### src/rtl/latest_frame_slot_manager_top_macros.svh
// Assertion helpers shared by the slot manager modules.
// Both expect a clock named clk and an active-low reset named rst_n in scope.
`ifndef LATEST_FRAME_SLOT_MANAGER_TOP_MACROS_SVH
`define LATEST_FRAME_SLOT_MANAGER_TOP_MACROS_SVH

// Same-cycle implication.
`define LFSM_ASSERT_IMP(label, cond, expr) \
    label: assert property (@(posedge clk) disable iff (!rst_n) (cond) |-> (expr)) \
        else $error("slot manager check failed");

// Next-cycle implication.
`define LFSM_ASSERT_NXT(label, cond, expr) \
    label: assert property (@(posedge clk) disable iff (!rst_n) (cond) |=> (expr)) \
        else $error("slot manager check failed");

`endif

### src/rtl/lfsm_pkg.sv
`timescale 1ns / 1ps
`default_nettype none

package lfsm_pkg;

    localparam int SLOT_COUNT = 3;
    localparam int SLOT_SEL_W = $clog2(SLOT_COUNT);

    localparam int CMD_W      = 3;
    localparam int SLOT_IDX_W = 4;
    localparam int IDX_CMP_W  = SLOT_IDX_W + 1;
    localparam int KIND_W     = 2;
    localparam int DIM_W      = 16;
    localparam int CNT_W      = 32;

    localparam logic [CMD_W-1:0] CMD_SET_DIMS      = 3'd0;
    localparam logic [CMD_W-1:0] CMD_ACQUIRE_WRITE = 3'd1;
    localparam logic [CMD_W-1:0] CMD_PUBLISH_SLOT  = 3'd2;
    localparam logic [CMD_W-1:0] CMD_PUBLISH_FRAME = 3'd3;
    localparam logic [CMD_W-1:0] CMD_ACQUIRE_READ  = 3'd4;
    localparam logic [CMD_W-1:0] CMD_RELEASE_READ  = 3'd5;
    localparam logic [CMD_W-1:0] CMD_RESET         = 3'd6;
    localparam logic [CMD_W-1:0] CMD_NOP           = 3'd7;

    localparam logic [KIND_W-1:0] KIND_NONE     = 2'd0;
    localparam logic [KIND_W-1:0] KIND_CPU_RGBA = 2'd1;

    typedef struct packed {
        logic [CMD_W-1:0]      command;
        logic [SLOT_IDX_W-1:0] slot_index;
        logic [KIND_W-1:0]     frame_kind;
        logic [DIM_W-1:0]      frame_width;
        logic [DIM_W-1:0]      frame_height;
    } cmd_t;

    typedef struct packed {
        logic                  success;
        logic [SLOT_IDX_W-1:0] slot;
        logic [KIND_W-1:0]     kind;
        logic [DIM_W-1:0]      width;
        logic [DIM_W-1:0]      height;
        logic [CNT_W-1:0]      published_total;
        logic [CNT_W-1:0]      dropped_total;
    } res_t;

    typedef struct packed {
        logic                  found;
        logic [SLOT_SEL_W-1:0] slot;
    } pick_t;

endpackage

`default_nettype wire

### src/rtl/lfsm_pick.sv
`timescale 1ns / 1ps
`default_nettype none

// Lowest slot whose blocked bit is clear.
module lfsm_pick (
    input  wire logic [lfsm_pkg::SLOT_COUNT-1:0] blocked,
    output lfsm_pkg::pick_t                      pick
);

    always_comb
    begin
        pick = '0;
        for (int i = lfsm_pkg::SLOT_COUNT - 1; i >= 0; i--)
        begin
            if (!blocked[i])
            begin
                pick.found = 1'b1;
                pick.slot  = lfsm_pkg::SLOT_SEL_W'(i);
            end
        end
    end

endmodule

`default_nettype wire

### src/rtl/lfsm_core.sv
`timescale 1ns / 1ps
`default_nettype none

`include "latest_frame_slot_manager_top_macros.svh"

// Slot ownership state and the per-command update.
module lfsm_core (
    input  wire logic           clk,
    input  wire logic           rst_n,
    input  wire logic           in_valid,
    input  lfsm_pkg::cmd_t      in_cmd,
    output lfsm_pkg::res_t      res
);

    localparam int N = lfsm_pkg::SLOT_COUNT;
    localparam int SW = lfsm_pkg::SLOT_SEL_W;

    logic [N-1:0]                    written_reg, written_next;
    logic [lfsm_pkg::KIND_W-1:0]     kind_reg   [N];
    logic [lfsm_pkg::KIND_W-1:0]     kind_next  [N];
    logic [lfsm_pkg::DIM_W-1:0]      width_reg  [N];
    logic [lfsm_pkg::DIM_W-1:0]      width_next [N];
    logic [lfsm_pkg::DIM_W-1:0]      height_reg [N];
    logic [lfsm_pkg::DIM_W-1:0]      height_next[N];
    logic                            rd_hold_reg, rd_hold_next;
    logic [SW-1:0]                   rd_slot_reg, rd_slot_next;
    logic                            has_pub_reg, has_pub_next;
    logic [SW-1:0]                   pub_slot_reg, pub_slot_next;
    logic [lfsm_pkg::DIM_W-1:0]      cur_w_reg, cur_w_next;
    logic [lfsm_pkg::DIM_W-1:0]      cur_h_reg, cur_h_next;
    logic [lfsm_pkg::CNT_W-1:0]      pub_cnt_reg, pub_cnt_next;
    logic [lfsm_pkg::CNT_W-1:0]      drop_cnt_reg, drop_cnt_next;

    logic [N-1:0]                    blocked;
    lfsm_pkg::pick_t                 free_pick;
    logic                            pub_req;
    logic [SW-1:0]                   pub_sel;
    logic                            drop_inc;
    logic [SW-1:0]                   idx_sel;
    logic                            idx_ok;
    logic                            acq_hit;
    logic                            rd_hit;

    always_comb
    begin
        for (int i = 0; i < N; i++)
        begin
            blocked[i] = (rd_hold_reg && rd_slot_reg == SW'(i))
                || (has_pub_reg && pub_slot_reg == SW'(i))
                || written_reg[i];
        end
    end

    lfsm_pick u_pick (
        .blocked (blocked),
        .pick    (free_pick)
    );

    assign idx_sel = in_cmd.slot_index[SW-1:0];
    assign idx_ok  = lfsm_pkg::IDX_CMP_W'(in_cmd.slot_index)
        < lfsm_pkg::IDX_CMP_W'(N);

    always_comb
    begin
        written_next  = written_reg;
        kind_next     = kind_reg;
        width_next    = width_reg;
        height_next   = height_reg;
        rd_hold_next  = rd_hold_reg;
        rd_slot_next  = rd_slot_reg;
        has_pub_next  = has_pub_reg;
        pub_slot_next = pub_slot_reg;
        cur_w_next    = cur_w_reg;
        cur_h_next    = cur_h_reg;
        pub_cnt_next  = pub_cnt_reg;
        drop_cnt_next = drop_cnt_reg;
        pub_req       = 1'b0;
        pub_sel       = '0;
        drop_inc      = 1'b0;
        res           = '0;

        if (in_valid)
        begin
            unique case (in_cmd.command)
                lfsm_pkg::CMD_SET_DIMS:
                begin
                    if (in_cmd.frame_width != cur_w_reg || in_cmd.frame_height != cur_h_reg)
                    begin
                        cur_w_next   = in_cmd.frame_width;
                        cur_h_next   = in_cmd.frame_height;
                        has_pub_next = 1'b0;
                    end
                end
                lfsm_pkg::CMD_ACQUIRE_WRITE:
                begin
                    if (free_pick.found)
                    begin
                        written_next[free_pick.slot] = 1'b1;
                        res.success = 1'b1;
                        res.slot    = lfsm_pkg::SLOT_IDX_W'(free_pick.slot);
                    end
                    else
                    begin
                        drop_inc = 1'b1;
                    end
                end
                lfsm_pkg::CMD_PUBLISH_SLOT:
                begin
                    if (idx_ok)
                    begin
                        written_next[idx_sel] = 1'b0;
                        kind_next[idx_sel]    = lfsm_pkg::KIND_CPU_RGBA;
                        width_next[idx_sel]   = cur_w_reg;
                        height_next[idx_sel]  = cur_h_reg;
                        pub_req     = 1'b1;
                        pub_sel     = idx_sel;
                        res.success = 1'b1;
                        res.slot    = in_cmd.slot_index;
                    end
                end
                lfsm_pkg::CMD_PUBLISH_FRAME:
                begin
                    if (free_pick.found)
                    begin
                        kind_next[free_pick.slot]   = in_cmd.frame_kind;
                        width_next[free_pick.slot]  = in_cmd.frame_width;
                        height_next[free_pick.slot] = in_cmd.frame_height;
                        cur_w_next  = in_cmd.frame_width;
                        cur_h_next  = in_cmd.frame_height;
                        pub_req     = 1'b1;
                        pub_sel     = free_pick.slot;
                        res.success = 1'b1;
                        res.slot    = lfsm_pkg::SLOT_IDX_W'(free_pick.slot);
                    end
                    else
                    begin
                        drop_inc = 1'b1;
                    end
                end
                lfsm_pkg::CMD_ACQUIRE_READ:
                begin
                    if (has_pub_reg && kind_reg[pub_slot_reg] != lfsm_pkg::KIND_NONE)
                    begin
                        rd_hold_next = 1'b1;
                        rd_slot_next = pub_slot_reg;
                        has_pub_next = 1'b0;
                        res.success  = 1'b1;
                        res.slot     = lfsm_pkg::SLOT_IDX_W'(pub_slot_reg);
                        res.kind     = kind_reg[pub_slot_reg];
                        res.width    = width_reg[pub_slot_reg];
                        res.height   = height_reg[pub_slot_reg];
                    end
                end
                lfsm_pkg::CMD_RELEASE_READ:
                begin
                    rd_hold_next = 1'b0;
                end
                lfsm_pkg::CMD_RESET:
                begin
                    has_pub_next = 1'b0;
                    for (int i = 0; i < N; i++)
                    begin
                        if (!((rd_hold_reg && rd_slot_reg == SW'(i)) || written_reg[i]))
                        begin
                            kind_next[i]   = lfsm_pkg::KIND_NONE;
                            width_next[i]  = '0;
                            height_next[i] = '0;
                        end
                    end
                end
                lfsm_pkg::CMD_NOP:
                begin
                end
            endcase

            // publish: count it, and drop a different unread frame it replaces
            if (pub_req)
            begin
                if (has_pub_reg && pub_slot_reg != pub_sel)
                begin
                    drop_inc = 1'b1;
                end
                has_pub_next  = 1'b1;
                pub_slot_next = pub_sel;
                pub_cnt_next  = pub_cnt_reg + 1'b1;
            end

            if (drop_inc)
            begin
                drop_cnt_next = drop_cnt_reg + 1'b1;
            end
        end

        res.published_total = pub_cnt_next;
        res.dropped_total   = drop_cnt_next;
    end

    always_ff @(posedge clk or negedge rst_n)
    begin
        if (!rst_n)
        begin
            written_reg  <= '0;
            rd_hold_reg  <= 1'b0;
            rd_slot_reg  <= '0;
            has_pub_reg  <= 1'b0;
            pub_slot_reg <= '0;
            cur_w_reg    <= '0;
            cur_h_reg    <= '0;
            pub_cnt_reg  <= '0;
            drop_cnt_reg <= '0;
            for (int i = 0; i < N; i++)
            begin
                kind_reg[i]   <= lfsm_pkg::KIND_NONE;
                width_reg[i]  <= '0;
                height_reg[i] <= '0;
            end
        end
        else
        begin
            written_reg  <= written_next;
            rd_hold_reg  <= rd_hold_next;
            rd_slot_reg  <= rd_slot_next;
            has_pub_reg  <= has_pub_next;
            pub_slot_reg <= pub_slot_next;
            cur_w_reg    <= cur_w_next;
            cur_h_reg    <= cur_h_next;
            pub_cnt_reg  <= pub_cnt_next;
            drop_cnt_reg <= drop_cnt_next;
            kind_reg     <= kind_next;
            width_reg    <= width_next;
            height_reg   <= height_next;
        end
    end

    assign acq_hit = in_valid && in_cmd.command == lfsm_pkg::CMD_ACQUIRE_WRITE
        && free_pick.found;
    assign rd_hit  = in_valid && in_cmd.command == lfsm_pkg::CMD_ACQUIRE_READ
        && res.success;

    // a granted write slot is marked as being written
    `LFSM_ASSERT_NXT(a_acq_marks_slot, acq_hit, written_reg[$past(free_pick.slot)])
    // the reader is never handed an empty slot
    `LFSM_ASSERT_IMP(a_read_not_empty, rd_hit, res.kind != lfsm_pkg::KIND_NONE)
    // the drop count moves by at most one per command
    `LFSM_ASSERT_NXT(a_drop_step, 1'b1, (drop_cnt_reg - $past(drop_cnt_reg)) <= 32'd1)

endmodule

`default_nettype wire

### src/rtl/latest_frame_slot_manager_top.sv
`timescale 1ns / 1ps
`default_nettype none

`include "latest_frame_slot_manager_top_macros.svh"

// Latest-frame slot manager: a triple-buffer mailbox that hands frame slots
// between one producer and one consumer. A command word is taken on every
// clock edge where start is high; busy is always low, so one command per cycle
// is sustained. Each command yields exactly one result word: the command is
// held in the input register and then passes through the slot update logic into
// the result register, which is loaded together with done, so the word is valid
// on the cycle done is high and stays until the next result. The
// receiver cannot stall: capture the result ports on the cycle done is high,
// since the next command overwrites them. published_total and dropped_total
// report the counters after the command and wrap at 2^32.
// Commands see the state left by every earlier command, with no gaps needed.
module latest_frame_slot_manager_top (
    input  wire logic        clk,
    input  wire logic        rst_n,
    input  wire logic        start,
    output      logic        busy,
    input  wire logic [2:0]  command,
    input  wire logic [3:0]  slot_index,
    input  wire logic [1:0]  frame_kind,
    input  wire logic [15:0] frame_width,
    input  wire logic [15:0] frame_height,
    output      logic        done,
    output      logic        success,
    output      logic [3:0]  result_slot,
    output      logic [1:0]  read_kind,
    output      logic [15:0] read_width,
    output      logic [15:0] read_height,
    output      logic [31:0] published_total,
    output      logic [31:0] dropped_total
);

    logic            in_valid_reg;
    lfsm_pkg::cmd_t  cmd_reg;
    lfsm_pkg::res_t  res_next;
    logic            done_reg;
    lfsm_pkg::res_t  res_reg;

    // never stall the producer
    assign busy = 1'b0;

    // register the accepted command
    always_ff @(posedge clk or negedge rst_n)
    begin
        if (!rst_n)
        begin
            in_valid_reg <= 1'b0;
        end
        else
        begin
            in_valid_reg <= start && !busy;
        end
    end

    always_ff @(posedge clk)
    begin
        if (start && !busy)
        begin
            cmd_reg.command      <= command;
            cmd_reg.slot_index   <= slot_index;
            cmd_reg.frame_kind   <= frame_kind;
            cmd_reg.frame_width  <= frame_width;
            cmd_reg.frame_height <= frame_height;
        end
    end

    lfsm_core u_core (
        .clk      (clk),
        .rst_n    (rst_n),
        .in_valid (in_valid_reg),
        .in_cmd   (cmd_reg),
        .res      (res_next)
    );

    // register the result; done pulses for one cycle per command
    always_ff @(posedge clk or negedge rst_n)
    begin
        if (!rst_n)
        begin
            done_reg <= 1'b0;
        end
        else
        begin
            done_reg <= in_valid_reg;
        end
    end

    always_ff @(posedge clk)
    begin
        if (in_valid_reg)
        begin
            res_reg <= res_next;
        end
    end

    assign done            = done_reg;
    assign success         = res_reg.success;
    assign result_slot     = res_reg.slot;
    assign read_kind       = res_reg.kind;
    assign read_width      = res_reg.width;
    assign read_height     = res_reg.height;
    assign published_total = res_reg.published_total;
    assign dropped_total   = res_reg.dropped_total;

    // every accepted command yields exactly one result
    `LFSM_ASSERT_NXT(a_cmd_gives_done, start && !busy, in_valid_reg)
    `LFSM_ASSERT_NXT(a_done_follows, in_valid_reg, done_reg)
    `LFSM_ASSERT_NXT(a_no_spurious_done, !in_valid_reg, !done_reg)

endmodule

`default_nettype wire
### config.mk
export PLATFORM = sky130hd
export DESIGN_NAME = latest_frame_slot_manager_top
export DESIGN_NICKNAME = d
export VERILOG_FILES = /design/src/rtl/lfsm_pkg.sv /design/src/rtl/lfsm_pick.sv /design/src/rtl/lfsm_core.sv /design/src/rtl/latest_frame_slot_manager_top.sv
export VERILOG_INCLUDE_DIRS = /design/src /design/src/rtl
export SDC_FILE = /design/constraint.sdc
export NUM_CORES = 1
export LEC_CHECK = 0
export BUFFER_PORTS_ARGS = -buffer_cell sky130_fd_sc_hd__buf_2
export CAP_MARGIN = 15
export CELL_PAD_IN_SITES_DETAIL_PLACEMENT = 0
export CELL_PAD_IN_SITES_GLOBAL_PLACEMENT = 2
export CORE_UTILIZATION = 39
export CTS_BUF_LIST = sky130_fd_sc_hd__clkbuf_8
export DETAILED_ROUTE_END_ITERATION = 8
export HOLD_SLACK_MARGIN = 0.06
export PLACE_DENSITY = 0.79
export SYNTH_ARGS = -nofsm -noshare
export SYNTH_HDL_FRONTEND = slang
export SYNTH_HIERARCHICAL = 1
export SYNTH_SLANG_ARGS = --single-unit
### constraint.sdc
create_clock -name clk -period 4.3 [get_ports clk]
set_clock_uncertainty 0.2 [all_clocks]
set_input_delay 0.43 -clock clk [delete_from_list [all_inputs] [get_ports clk]]
set_output_delay 0.43 -clock clk [all_outputs]
set_load 0.01 [all_outputs]
Word level (Yosys, flattened, before mapping)
Cells that the tools add are included.

Input port bits: 44. Logic and storage cells: 198. Output and inout bits: 105. Bits in registers: 353.

Bitwise logic cells: 9. $lt $le $gt $ge: 10. Equal/unequal tests: 23. $add $sub $neg: 2. Reductions and logical operators: 42. Mux-type cells: 80.

Operator list (count): $pmux 48 s3 (2); $mux 16 (13); $bwmux 48 (4); $mux 48 (4); $mux 32 (4); $add 32x1->32 const B (2); $bmux 16 s2 (2); $demux 16 s2 (2); $pmux 16 s2 (2); $mux 39 (1); $ne 16x16->1 (2); $mux 2 (10); $pmux 6 s3 (1); $mux 3 (5); $pmux 5 s3 (1); $reduce_and 5->1 (3); $mux 1 (14); $logic_and 1x1->1 (12); $mux 6 (2); $reduce_and 4->1 (3); $logic_or 1x1->1 (10); $mux 5 (2); $ne 2x1->1 const B (5); $eq 3x3->1 const B (3); other kinds (33) (57).

Logic depth before layout (Yosys ltp)
Depth after elaboration: 17. Mapped depth: 13. Gate-level depth less buffers: 10.

Cells and area by module
Netlist, hierarchy kept.

By module, submodules not included: lfsm_core (cells each 1008, sequential area each 5180.0 sq um, instances 1, area each 10800.4 sq um); latest_frame_slot_manager_top (cells each 148, sequential area each 4374.2 sq um, instances 1, area each 4385.5 sq um); lfsm_pick (cells each 3, sequential area each 0.0 sq um, instances 1, area each 23.8 sq um).

Worst setup path after synthesis
OpenSTA, ideal clock, no wires.

Kind: reg-to-reg. Start point: register in_valid_reg. End point: register res_reg (netlist bit dropped_total[23]), data pin. Arrival time: 4.325 ns. Setup time: 0.269 ns. Required time: 3.831 ns. Slack: -0.494 ns. Path buffers: 3. Clock period less this slack: 4.794 ns. Stages on the path, launching flop included: 9. Path through: dfrtp_1 > inv_1 > or3_1 > buf_2 > or2_0 > buf_1 > clkbuf_1 > a211oi_2 > xor2_1.

RTL lines: from (decl) (line latest_frame_slot_manager_top.sv:37) `logic in_valid_reg;`; from (signal assigned) (line latest_frame_slot_manager_top.sv:55) `in_valid_reg <= start && !busy;`; to (signal assigned) (line latest_frame_slot_manager_top.sv:96) `res_reg <= res_next;`; to (decl) (line latest_frame_slot_manager_top.sv:41) `lfsm_pkg::res_t res_reg;`.

==> run_results.csv <==
group,metric,value,unit
logic_synthesis,avgSynthCellArea,13.1,µm²
global_routing,grt_pass1_wl,63200,µm
sta,period_minus_slack,3.52,ns
setup_path,crit_start,"u_core/pub_slot_reg[0]",
logic_synthesis,synth_common_cells,"dfrtp_1, edfxtp_1, o2bb2ai_1",
cts,tritoncts,"done",
logic_synthesis,synth_top_area_cell,"dfrtp_1",
worst_hold_path,hp-class,"primary input to async pin",
cts,clk_latency,0.66,ns
place,pre_cts_slack,0.719,ns
floorplanning,start_util,0.400,
route,wl_per_cell,21.0,µm
cts,cts.sinks,353,
sta,rsz0062_at_grt,"false",
setup_path,worstPathArrival,3.71,ns
sta,period_share,0.818,
setup_path,cp-end-kind,"flop",
logic_synthesis,synth.top_cell.area_share,0.344,
setup_path,critPathKind,"flop to flop",
place,globalplace.congestion,0.816,
route,ant_nets,0,
route,drc,0,
run,drv_cap,0,
sta,worstMarginPinSlew,1.12,ns
final_layout,fin_area,18200,µm²
setup_path,critPathMaxFanout,17,
route,first_pass_iters,5,
setup_path,critPathLaunchType,"flop",
setup_path,crit_required,4.50,ns
floorplanning,ioPinCount,149,
global_routing,grt_pass1_vias,10686,
place,portBuffers,147,
final_layout,fillers,3492,
logic_synthesis,synthFlopType,"dfrtp_1",
floorplanning,die_h,199,µm
sta,setup_slack,0.783,ns
status,status,"complete, no violations",
cts,cts.reportedPaths.clkPinSlew,0.06,ns
logic_synthesis,netlist_area,15200,µm²
final_layout,diodes,0,
pwr,leakage,7.41,nW
global_routing,grt.total_usage,0.209,
pwr,pwr_density_cell,473,nW/µm²
cts,cts_buffers,60,
floorplanning,die_area,39800,µm²
final_layout,final_net_count,1417,
logic_synthesis,synthDistinctLibCells,71,
place,hpwl,23400,µm
cts,cts_root_buf,"clkbuf_8",
setup_path,r2r_start,"u_core/pub_slot_reg[0]",
global_routing,antenna_found_initial,0,
route,drt_iter0_drc,590,
final_layout,final-seq-area,9560,µm²
logic_synthesis,netlist_instances,1159,
logic_synthesis,ys_seq_area_frac,0.628,
global_routing,gr-total-overflow,0,
logic_synthesis,yosysMostFrequentCell,"dfrtp_1",
pwr,ir_worst_vdd,258,µV
floorplanning,rows,71,
logic_synthesis,yosys-top-cells-area,"dfrtp_1, edfxtp_1, o2bb2ai_1",
floorplanning,coreArea,38000,µm²
floorplanning,die_x,199,µm
sta,max_clock_freq,284,MHz
sta,setup_viol,0,
place,place_area,16600,µm²
route,num_vias,10469,
sta,relSlewSlack,0.254,
logic_synthesis,synth_edf_count,144,
global_routing,grt_start_max_net_pins,106,
sta,final-max-slew-violation-count,0,
final_layout,multi_input_area,5320,µm²
final_layout,drive_above_1_share,0.217,
logic_synthesis,ys_seq_elements,353,
sta,hold_violations,0,
logic_synthesis,synth_warnings,6,
logic_synthesis,async_reset_ff_frac,0.592,
cts,cts_buffer_depth,3,
route,vias_per_cell,5.41,
sta,fin_tns_setup,0,ns
cts,post_cts_buffers,0,
route,drt_wl_total,40600,µm
final_layout,area_growth,19.7,%
cts,htreeDepth,2,
-- metal layers --
layer / vias up / GRT usage / routed length (µm) / part of all wire
met2: 350 / 0.329 / 18700 / 0.46
li1: 4802 / - / - / -
met1: 5248 / 0.293 / 18700 / 0.46
met5: - / 0 / 0 / 0
met4: 0 / 0.0687 / 853 / 0.021
met3: 69 / 0.0353 / 2290 / 0.056
-- metrics by stage --
stage / util / total power [mW] / cells / hold slack, ns
5_1_grt: 0.479 / 9.04 / 1934 / 0.259
2_1_floorplan: - / 5.11 / 1160 / -0.0656
3_5_place_dp: 0.436 / 5.64 / 1776 / 0.247
3_3_place_gp: 0.436 / 5.62 / 1776 / 0.248
4_1_cts: 0.479 / 8.72 / 1933 / 0.228
6_report: 0.479 / 8.62 / 1934 / 0.238
-- repair_timing --
action | CTS | global route
hold endpoints to repair | 155 | 0
resized for setup | 0 | 0
hold buffers | 43 | 0
-- kinds of logic after synthesis --
logic type,Yosys count,synth area share
compound gates,310,0.161
xor+xnor,96,0.0563
fa+ha+maj,2,0.00165
buf+inv,92,0.0255
flops,353,0.628
mux,70,0.0492
other cells,2,0.000494
simple gates,234,0.0773
-- cell type report --
cell class	count	area share
sequential	353	0.525
multi-input combinational	715	0.292
timing repair buffer	222	0.0779
clock buffer	64	0.0484
tap	511	0.0351
clock inverter	50	0.0173
inverter	19	0.00392
-- layout by cell type, fill, tap and decap left out, types with 12 or more instances in the layout --
master         instances
nor2_1                82
nand2_1               44
mux2i_1               35
clkinv_1              14
buf_2                146
dlygate4sd3_1         43
a21oi_1               47
buf_4                 31
xnor2_1               30
o21ai_0               17
nand3_1               33
inv_1                 40
nand4_1               12
mux2_1                31
edfxtp_1             144
xor2_1                64
dfrtp_1              207
clkbuf_8              65
o2bb2ai_1             98
a22oi_1               96
-- worst max-delay path, cell delays in order, from the launching register on --
cell      delay, ns
dfrtp_1        0.46
nand2b_1       0.19
o21ai_0        0.27
nand3_1        0.28
and4b_1        0.35
a32oi_1        0.33
xnor2_2        0.13
o211ai_4       0.63
nand2_4        0.10
mux2_4         0.32
-- path summary, 6_finish.rpt --
path	endpoint	slack, ns	cells past startpoint
setup / recovery	dropped_total[1]	0.78	9
hold / removal	u_core/drop_cnt_reg[5]	0.24	2
setup reg to reg	dropped_total[1]	0.78	9
min in group clk	u_core/drop_cnt_reg[31]	0.26	1
max in group asynchronous	async pin	2.59	3
hold reg to reg	u_core/drop_cnt_reg[31]	0.26	1
-- power by group --
group | internal [mW] | switching [mW] | total [mW]
clock network | 1.61 | 1.40 | 3.01
registers | 3.93 | 0.369 | 4.30
logic | 0.556 | 0.750 | 1.31
(Power assumes the default switching activity.)
